==> src/hdl/bdt_pkg.sv <==
`timescale 1ns / 1ps
`default_nettype none
// ----------------------------------------------------------------------------
// Bounded drag-box tracker package
// Shared types and codes for the drag-box tracker modules.
// ----------------------------------------------------------------------------
package bdt_pkg;

  localparam int unsigned CoordW = 16;
  localparam int unsigned SizeW  = 15;
  localparam int unsigned CmdW   = 2;
  localparam int unsigned ActW   = 2;
  localparam int unsigned CfgIdxW  = 3;
  localparam int unsigned CfgDataW = 16;
  localparam int unsigned InDataW  = 72;
  localparam int unsigned OutDataW = 64;

  typedef enum logic [CmdW-1:0] {
    CMD_START  = 2'd0,
    CMD_MOVE   = 2'd1,
    CMD_BUTTON = 2'd2
  } cmd_t;

  typedef enum logic [ActW-1:0] {
    ACT_SHOW   = 2'd0,
    ACT_MOVE   = 2'd1,
    ACT_FINISH = 2'd2
  } act_t;

  typedef enum logic [CfgIdxW-1:0] {
    REG_BOX_WIDTH    = 3'd0,
    REG_BOX_HEIGHT   = 3'd1,
    REG_LIMIT_X      = 3'd2,
    REG_LIMIT_Y      = 3'd3,
    REG_LIMIT_WIDTH  = 3'd4,
    REG_LIMIT_HEIGHT = 3'd5
  } reg_idx_t;

  typedef struct packed {
    logic [SizeW-1:0]  box_width;
    logic [SizeW-1:0]  box_height;
    logic [CoordW-1:0] limit_x;
    logic [CoordW-1:0] limit_y;
    logic [SizeW-1:0]  limit_width;
    logic [SizeW-1:0]  limit_height;
  } cfg_t;

  typedef struct packed {
    logic [CmdW-1:0]   command;
    logic [CoordW-1:0] pointer_x;
    logic [CoordW-1:0] pointer_y;
    logic [CoordW-1:0] origin_x;
    logic [CoordW-1:0] origin_y;
    logic              left_down;
  } item_t;

  typedef struct packed {
    logic [ActW-1:0]   action;
    logic [CoordW-1:0] box_x;
    logic [CoordW-1:0] box_y;
    logic [CoordW-1:0] prior_x;
    logic [CoordW-1:0] prior_y;
  } result_t;

endpackage
`default_nettype wire

==> src/hdl/bounded_drag_box_tracker.sv <==
`timescale 1ns / 1ps
`default_nettype none
// ----------------------------------------------------------------------------
// Bounded drag-box tracker
// Tracks a box dragged by the mouse inside a bounding rectangle.
//
// Channel  Direction  Transaction
// in_      slave      one command item (start, mouse moved, button change)
// out_     master     zero or one result per item (shown, moved, finished)
// cfg_     write      one box size or bound register per write
//
// An item is held in the input register, then its result, if any, is written
// into the output register when the item advances. One item is accepted per
// cycle while the output does not stall; the input register frees as soon as
// the output register is empty or being taken. Reset is synchronous and clears
// the valid flags, the configuration and the drag state. A stalled output
// holds one item in the input register before in_tready drops.
// ----------------------------------------------------------------------------
module bounded_drag_box_tracker
  import bdt_pkg::*;
(
  input  wire logic                clk,
  input  wire logic                rst_n,
  input  wire logic                in_tvalid,
  output logic                     in_tready,
  // pointer_x[15:0], pointer_y[31:16], origin_x[47:32], origin_y[63:48],
  // left_down[64], zero[71:65]
  input  wire logic [InDataW-1:0]  in_tdata,
  // command[1:0]
  input  wire logic [CmdW-1:0]     in_tuser,
  output logic                     out_tvalid,
  input  wire logic                out_tready,
  // box_x[15:0], box_y[31:16], prior_x[47:32], prior_y[63:48]
  output logic [OutDataW-1:0]      out_tdata,
  // action[1:0]
  output logic [ActW-1:0]          out_tuser,
  input  wire logic                cfg_we,
  input  wire logic [CfgIdxW-1:0]  cfg_index,
  input  wire logic [CfgDataW-1:0] cfg_data
);

  cfg_t    cfg;
  item_t   in_item_r;
  logic    in_valid_r, in_valid_nxt;
  result_t out_res_r;
  logic    out_valid_r, out_valid_nxt;
  logic    advance;
  logic    res_valid;
  result_t res;

  bdt_cfg_regs u_cfg (
    .clk       (clk),
    .rst_n     (rst_n),
    .cfg_we    (cfg_we),
    .cfg_index (cfg_index),
    .cfg_data  (cfg_data),
    .cfg       (cfg)
  );

  assign advance   = in_valid_r && (!out_valid_r || out_tready);
  assign in_tready = !in_valid_r || advance;

  always_comb begin
    in_valid_nxt = in_valid_r;
    if (in_tvalid && in_tready) begin
      in_valid_nxt = 1'b1;
    end else if (advance) begin
      in_valid_nxt = 1'b0;
    end
    out_valid_nxt = out_valid_r;
    if (advance) begin
      out_valid_nxt = res_valid;
    end else if (out_tready) begin
      out_valid_nxt = 1'b0;
    end
  end

  always_ff @(posedge clk) begin
    if (!rst_n) begin
      in_valid_r  <= 1'b0;
      out_valid_r <= 1'b0;
    end else begin
      in_valid_r  <= in_valid_nxt;
      out_valid_r <= out_valid_nxt;
    end
  end

  always_ff @(posedge clk) begin
    if (in_tvalid && in_tready) begin
      in_item_r.command   <= in_tuser;
      in_item_r.pointer_x <= in_tdata[15:0];
      in_item_r.pointer_y <= in_tdata[31:16];
      in_item_r.origin_x  <= in_tdata[47:32];
      in_item_r.origin_y  <= in_tdata[63:48];
      in_item_r.left_down <= in_tdata[64];
    end
    if (advance && res_valid) begin
      out_res_r <= res;
    end
  end

  bdt_step u_step (
    .clk       (clk),
    .rst_n     (rst_n),
    .fire      (advance),
    .item      (in_item_r),
    .cfg       (cfg),
    .res_valid (res_valid),
    .res       (res)
  );

  assign out_tvalid = out_valid_r;
  assign out_tuser  = out_res_r.action;
  assign out_tdata  = {out_res_r.prior_y, out_res_r.prior_x,
                       out_res_r.box_y, out_res_r.box_x};

endmodule
`default_nettype wire

==> src/hdl/bdt_cfg_regs.sv <==
`timescale 1ns / 1ps
`default_nettype none
// ----------------------------------------------------------------------------
// Drag-box tracker configuration registers
// Box size and bounding rectangle, written through a plain write port.
// ----------------------------------------------------------------------------
module bdt_cfg_regs
  import bdt_pkg::*;
(
  input  wire logic                clk,
  input  wire logic                rst_n,
  input  wire logic                cfg_we,
  input  wire logic [CfgIdxW-1:0]  cfg_index,
  input  wire logic [CfgDataW-1:0] cfg_data,
  output cfg_t                     cfg
);

  cfg_t cfg_r;
  cfg_t cfg_nxt;

  always_comb begin
    cfg_nxt = cfg_r;
    if (cfg_we) begin
      case (reg_idx_t'(cfg_index))
        REG_BOX_WIDTH:    cfg_nxt.box_width    = cfg_data[SizeW-1:0];
        REG_BOX_HEIGHT:   cfg_nxt.box_height   = cfg_data[SizeW-1:0];
        REG_LIMIT_X:      cfg_nxt.limit_x      = cfg_data[CoordW-1:0];
        REG_LIMIT_Y:      cfg_nxt.limit_y      = cfg_data[CoordW-1:0];
        REG_LIMIT_WIDTH:  cfg_nxt.limit_width  = cfg_data[SizeW-1:0];
        REG_LIMIT_HEIGHT: cfg_nxt.limit_height = cfg_data[SizeW-1:0];
        default:          cfg_nxt = cfg_r;
      endcase
    end
  end

  always_ff @(posedge clk) begin
    if (!rst_n) begin
      cfg_r <= '0;
    end else begin
      cfg_r <= cfg_nxt;
    end
  end

  assign cfg = cfg_r;

endmodule
`default_nettype wire

==> src/hdl/bdt_clamp.sv <==
`timescale 1ns / 1ps
`default_nettype none
// ----------------------------------------------------------------------------
// Drag-box tracker axis clamp
// Clamps one coordinate to the low bound, else to bound plus extent minus size.
// ----------------------------------------------------------------------------
module bdt_clamp
  import bdt_pkg::*;
(
  input  wire logic [CoordW-1:0] pos,
  input  wire logic [CoordW-1:0] lo,
  input  wire logic [SizeW-1:0]  extent,
  input  wire logic [SizeW-1:0]  size,
  output logic      [CoordW-1:0] clamped
);

  logic signed [CoordW+1:0] pos_s;
  logic signed [CoordW+1:0] lo_s;
  logic signed [CoordW+1:0] hi_s;

  always_comb begin
    pos_s = signed'({{2{pos[CoordW-1]}}, pos});
    lo_s  = signed'({{2{lo[CoordW-1]}}, lo});
    hi_s  = lo_s + signed'({3'b000, extent}) - signed'({3'b000, size});
    if (pos_s < lo_s) begin
      clamped = lo;
    end else if (pos_s > hi_s) begin
      clamped = hi_s[CoordW-1:0];
    end else begin
      clamped = pos;
    end
  end

endmodule
`default_nettype wire

==> src/hdl/bdt_step.sv <==
`timescale 1ns / 1ps
`default_nettype none
// ----------------------------------------------------------------------------
// Drag-box tracker step logic
// Holds the drag state and works out the result of one item.
// ----------------------------------------------------------------------------
module bdt_step
  import bdt_pkg::*;
(
  input  wire logic  clk,
  input  wire logic  rst_n,
  input  wire logic  fire,
  input  wire item_t item,
  input  wire cfg_t  cfg,
  output logic       res_valid,
  output result_t    res
);

  logic              dragging_r, dragging_nxt;
  logic [CoordW-1:0] offset_x_r, offset_x_nxt;
  logic [CoordW-1:0] offset_y_r, offset_y_nxt;
  logic [CoordW-1:0] held_x_r, held_x_nxt;
  logic [CoordW-1:0] held_y_r, held_y_nxt;

  logic [CoordW-1:0] sum_x, sum_y;
  logic [CoordW-1:0] new_x, new_y;
  logic              moved;

  assign sum_x = item.pointer_x + offset_x_r;
  assign sum_y = item.pointer_y + offset_y_r;

  bdt_clamp u_clamp_x (
    .pos     (sum_x),
    .lo      (cfg.limit_x),
    .extent  (cfg.limit_width),
    .size    (cfg.box_width),
    .clamped (new_x)
  );

  bdt_clamp u_clamp_y (
    .pos     (sum_y),
    .lo      (cfg.limit_y),
    .extent  (cfg.limit_height),
    .size    (cfg.box_height),
    .clamped (new_y)
  );

  assign moved = (new_x != held_x_r) || (new_y != held_y_r);

  always_comb begin
    dragging_nxt = dragging_r;
    offset_x_nxt = offset_x_r;
    offset_y_nxt = offset_y_r;
    held_x_nxt   = held_x_r;
    held_y_nxt   = held_y_r;
    res_valid    = 1'b0;
    res.action   = ACT_SHOW;
    res.box_x    = held_x_r;
    res.box_y    = held_y_r;
    res.prior_x  = held_x_r;
    res.prior_y  = held_y_r;
    case (cmd_t'(item.command))
      CMD_START: begin
        offset_x_nxt = item.origin_x - item.pointer_x;
        offset_y_nxt = item.origin_y - item.pointer_y;
        held_x_nxt   = item.origin_x;
        held_y_nxt   = item.origin_y;
        dragging_nxt = item.left_down;
        res_valid    = 1'b1;
        res.action   = item.left_down ? ACT_SHOW : ACT_FINISH;
        res.box_x    = item.origin_x;
        res.box_y    = item.origin_y;
        res.prior_x  = item.origin_x;
        res.prior_y  = item.origin_y;
      end
      CMD_MOVE: begin
        if (dragging_r && moved) begin
          res_valid  = 1'b1;
          res.action = ACT_MOVE;
          res.box_x  = new_x;
          res.box_y  = new_y;
          held_x_nxt = new_x;
          held_y_nxt = new_y;
        end
      end
      CMD_BUTTON: begin
        if (dragging_r && !item.left_down) begin
          dragging_nxt = 1'b0;
          res_valid    = 1'b1;
          res.action   = ACT_FINISH;
        end
      end
      default: begin
        res_valid = 1'b0;
      end
    endcase
  end

  always_ff @(posedge clk) begin
    if (!rst_n) begin
      dragging_r <= 1'b0;
      offset_x_r <= '0;
      offset_y_r <= '0;
      held_x_r   <= '0;
      held_y_r   <= '0;
    end else if (fire) begin
      dragging_r <= dragging_nxt;
      offset_x_r <= offset_x_nxt;
      offset_y_r <= offset_y_nxt;
      held_x_r   <= held_x_nxt;
      held_y_r   <= held_y_nxt;
    end
  end

endmodule
`default_nettype wire

==> config.mk <==
export PLATFORM = sky130hd
export DESIGN_NAME = bounded_drag_box_tracker
export DESIGN_NICKNAME = d
export VERILOG_FILES = /design/src/hdl/bdt_pkg.sv /design/src/hdl/bounded_drag_box_tracker.sv /design/src/hdl/bdt_cfg_regs.sv /design/src/hdl/bdt_clamp.sv /design/src/hdl/bdt_step.sv
export SDC_FILE = /design/constraint.sdc
export NUM_CORES = 1
export LEC_CHECK = 0
export BUFFER_PORTS_ARGS = -buffer_cell sky130_fd_sc_hd__buf_2
export CORE_ASPECT_RATIO = 1.25
export CORE_MARGIN = 5
export CORE_UTILIZATION = 35
export CTS_BUF_LIST = sky130_fd_sc_hd__clkbuf_4 sky130_fd_sc_hd__clkbuf_8
export CTS_CLUSTER_SIZE = 28
export DETAILED_ROUTE_END_ITERATION = 10
export SLEW_MARGIN = 20
export SYNTH_ARGS = -nofsm -noshare
export SYNTH_HDL_FRONTEND = slang
export SYNTH_HIERARCHICAL = 1
export SYNTH_SLANG_ARGS = --single-unit
==> constraint.sdc <==
create_clock -name clk -period 8.4 [get_ports clk]
set_input_delay 2.52 -clock clk [delete_from_list [all_inputs] [get_ports clk]]
set_output_delay 2.52 -clock clk [all_outputs]
set_load 0.03 [all_outputs]
==> flow_summary_export.csv <==
group,metric,value,unit
placed_design,io_buffers,158,
setup_path,cp_data_required_time,8.72,ns
synthesis,yosysTopAreaCell,"edfxtp_1",
floorplan,die_area,59350,um^2
layout,post-route-util,40.39,%
pwr,p_sw_share,35.66,%
synthesis,ys_ff_latch,292,
sta,final_max_slew_viol_count,0,
pwr,p_int,2.939,mW
pwr,p_comb_share,32.5,%
setup_path,cp-start-kind,"register",
sta,hold_violations,0,
clocking,cts.repair.resized,0,
layout,final_cell_mix,"nand2_1, inv_1, ha_1",
pwr,p_switching,1.629,mW
clocking,root_buffer,"clkbuf_8",
sta,whs,0.4565,ns
floorplan,die_w,218.9,um
drt,final_antenna_net_count,0,
placed_design,dp_cells,2808,
synthesis,yosysSeqAreaShare,37.59,%
placed_design,dpl.hpwl,45330,um
setup_path,worstPathMaxFanout,31,
synthesis,synth_edf_count,133,
pwr,peakVddDrop,0.0001363,V
drt,vias,15672,
clocking,clock_latency,0.61,ns
clocking,cts_tree,"done",
global_route,grt_pass1_vias,16188,
clocking,cts_buffer_depth,3,
worst_hold_path,hp-class,"register to register",
synthesis,yosysUniqueCellTypes,84,
layout,drive_gt1_share,15.84,%
drt,first_pass_iters,5,
layout,fin_cells,2906,
synthesis,async_reset_ff_share,0,%
floorplan,die_h,271.1,um
pwr,seq_power_share,34.8,%
pwr,pwr-share-clk,32.7,%
global_route,grt_antenna_before_repair,2,
sta,worst_slew_pin_slew,1.074,ns
global_route,grt_pass1_wl,91760,um
setup_path,criticalPathCategory,"register to register",
sta,tns,0,ns
pwr,power_density,209.6,nW/um^2
clocking,cts.sinks,292,
synthesis,syn_inst,1986,
floorplan,start_util,35.38,%
synthesis,ys_warn_count,6,
synthesis,dominantRegCellSynth,"dfxtp_1",
global_route,grt_start_max_net_pins,95,
synthesis,synth_area_leaders,"edfxtp_1, dfxtp_1, ha_1",
synthesis,synth_top_cell_area_share,20.92,%
floorplan,pin_count,166,
clocking,holdBufCountCts,0,
floorplan,fp-row-count,95,
sta,fin_crit_sh,93.13,%
synthesis,syn_avg_cell_area,9.613,um^2
global_route,grt_use_total,19.56,%
drt,wl_per_cell,20.61,um
placed_design,globalplace.congestion,0.9435,
clocking,post_cts_buffers,0,
global_route,overflow,0,
setup_path,cp.arrival,8.14,ns
sta,max_freq,127.8,MHz
clocking,clk_pin_slew_worst_paths,0.06,ns
run_status,outcome,"complete, no violations",
pwr,leakage,9.586,nW
sta,finalSetupViolCount,0,
setup_path,cp-end-kind,"register",
clocking,numCtsBuffers,51,
pwr,fin_total_pwr,4.568,mW
synthesis,netlist_area,19090,um^2
sta,clock_skew,0.04068,ns
sta,maxSlewHeadroom,28.25,%
synthesis,synth_nets,2278,
floorplan,core_area,53960,um^2
drt,wirelength,59900,um
drt,drt-initial-drc-count,1006,
drt,drc,0,
run,drv_cap,0,
sta,fin_crit,7.823,ns
layout,area_growth_syn_to_layout,14.17,%
clocking,htreeDepth,2,
layout,final_common_cell,"nand2_1",
drt,via_per_inst,5.393,
layout,nNetsFinal,2427,
sta,grt_setup_unrepaired,"no",
==> cell families after synthesis <==
family	count (synthesis)	synth area share [%]
simple gates	557	13.64
compound gates	436	16.70
flops	292	37.59
buf+inv	270	5.951
fa+ha+maj	194	14.05
mux	143	7.746
xor+xnor	94	4.312
==> Yosys cell counts, drive strengths merged (50+ instances only) <==
cell type and number:
clkbuf 50, nor2 101, o21ai 60, o22a 59, mux2i 105, dfxtp 159, xor2 57, inv 186
a21oi 92, nand2 267, edfxtp 133, ha 160
==> flip-flops by register name, indices dropped and copies added, names as in the netlist <==
signal,cells
out_tuser,2
in_valid_r,1
out_tdata,64
in_item_r,67
u_step/held_x_r,16
out_tvalid,1
u_cfg/cfg,92
u_step/offset_y_r,16
u_step/held_y_r,16
u_step/offset_x_r,16
u_step/dragging_r,1
==> worst max-delay path, stage by stage, from the launching register on <==
cell and delay (ns):
dfxtp_1 0.42, inv_1 0.18, fa_1 0.57, inv_1 0.04, ha_1 0.37, and4_1 0.26
a221oi_1 0.57, nand2_1 0.18, nand3_1 0.13, nand2_1 0.05, a21o_1 0.19, ha_1 0.28
and4_1 0.25, nand4_1 0.20, nor3_1 0.09, a32oi_1 0.39, nand2_4 0.28, or2_1 0.29
a22oi_1 0.48, xor2_1 0.25, nor4_1 0.58, nand2_1 0.22, o31ai_4 0.50, a21oi_4 0.35
o22a_1 0.38
==> power groups by stage <==
stage                     clock network (mW)  logic, mW  registers (mW)
after floorplan                            0       1.01            1.62
after global placement                     0       1.43            1.62
after detailed placement                   0       1.45            1.62
after CTS                               1.54       1.46            1.59
after global routing                    1.60       1.60            1.59
final                                   1.50       1.48            1.59
==> worst paths after layout <==
| kind | endpoint | slack, ns | startpoint | depth (start not counted) |
|---|---|---|---|---|
| hold / removal | u_step/offset_x_r[10]$_SDFFE_PN0P_ | 0.46 | u_step/offset_x_r[10]$_SDFFE_PN0P_ | 2 |
| setup / recovery | out_tdata[13]$_DFFE_PP_ | 0.58 | u_cfg/cfg[41]$_SDFFE_PN0P_ | 24 |
| setup reg to reg | out_tdata[13]$_DFFE_PP_ | 0.58 | u_cfg/cfg[41]$_SDFFE_PN0P_ | 24 |
| hold reg to reg | u_step/offset_x_r[10]$_SDFFE_PN0P_ | 0.46 | u_step/offset_x_r[10]$_SDFFE_PN0P_ | 2 |
==> per-stage QoR <==
step / cell area [um^2] / worst slack (ns)
2_1_floorplan: 19090 / 0.1604
3_3_place_gp: 20590 / 0.7103
3_5_place_dp: 20590 / 0.5545
4_1_cts: 21770 / 0.5278
5_1_grt: 21800 / 0.1715
6_report: 21800 / 0.5772
==> area by class of cell <==
type                    count  area (um^2)
fillers                  5328        32170
multi-input cells        1424        10830
flip-flops and latches    292         7177
repair buffers            180         1003
clock buffers              75        950.9
well taps                 727        909.6
inverters                 186        698.2
clock inverters            21        221.5
diodes                      1        2.502
==> per-layer routing <==
| metal | vias up | part of all wire, % | wire length [um] | GRT usage [%] |
|---|---|---|---|---|
| met3 | 135 | 4.1 | 2428 | 2.550 |
| met1 | 7615 | 39 | 23320 | 21.94 |
| met2 | 449 | 52 | 31130 | 36.32 |
| met5 | - | 0 | 0 | 0 |
| met4 | 0 | 5.0 | 3016 | 9.092 |
| li1 | 7473 | - | - | - |
(Power assumes the default switching activity.)
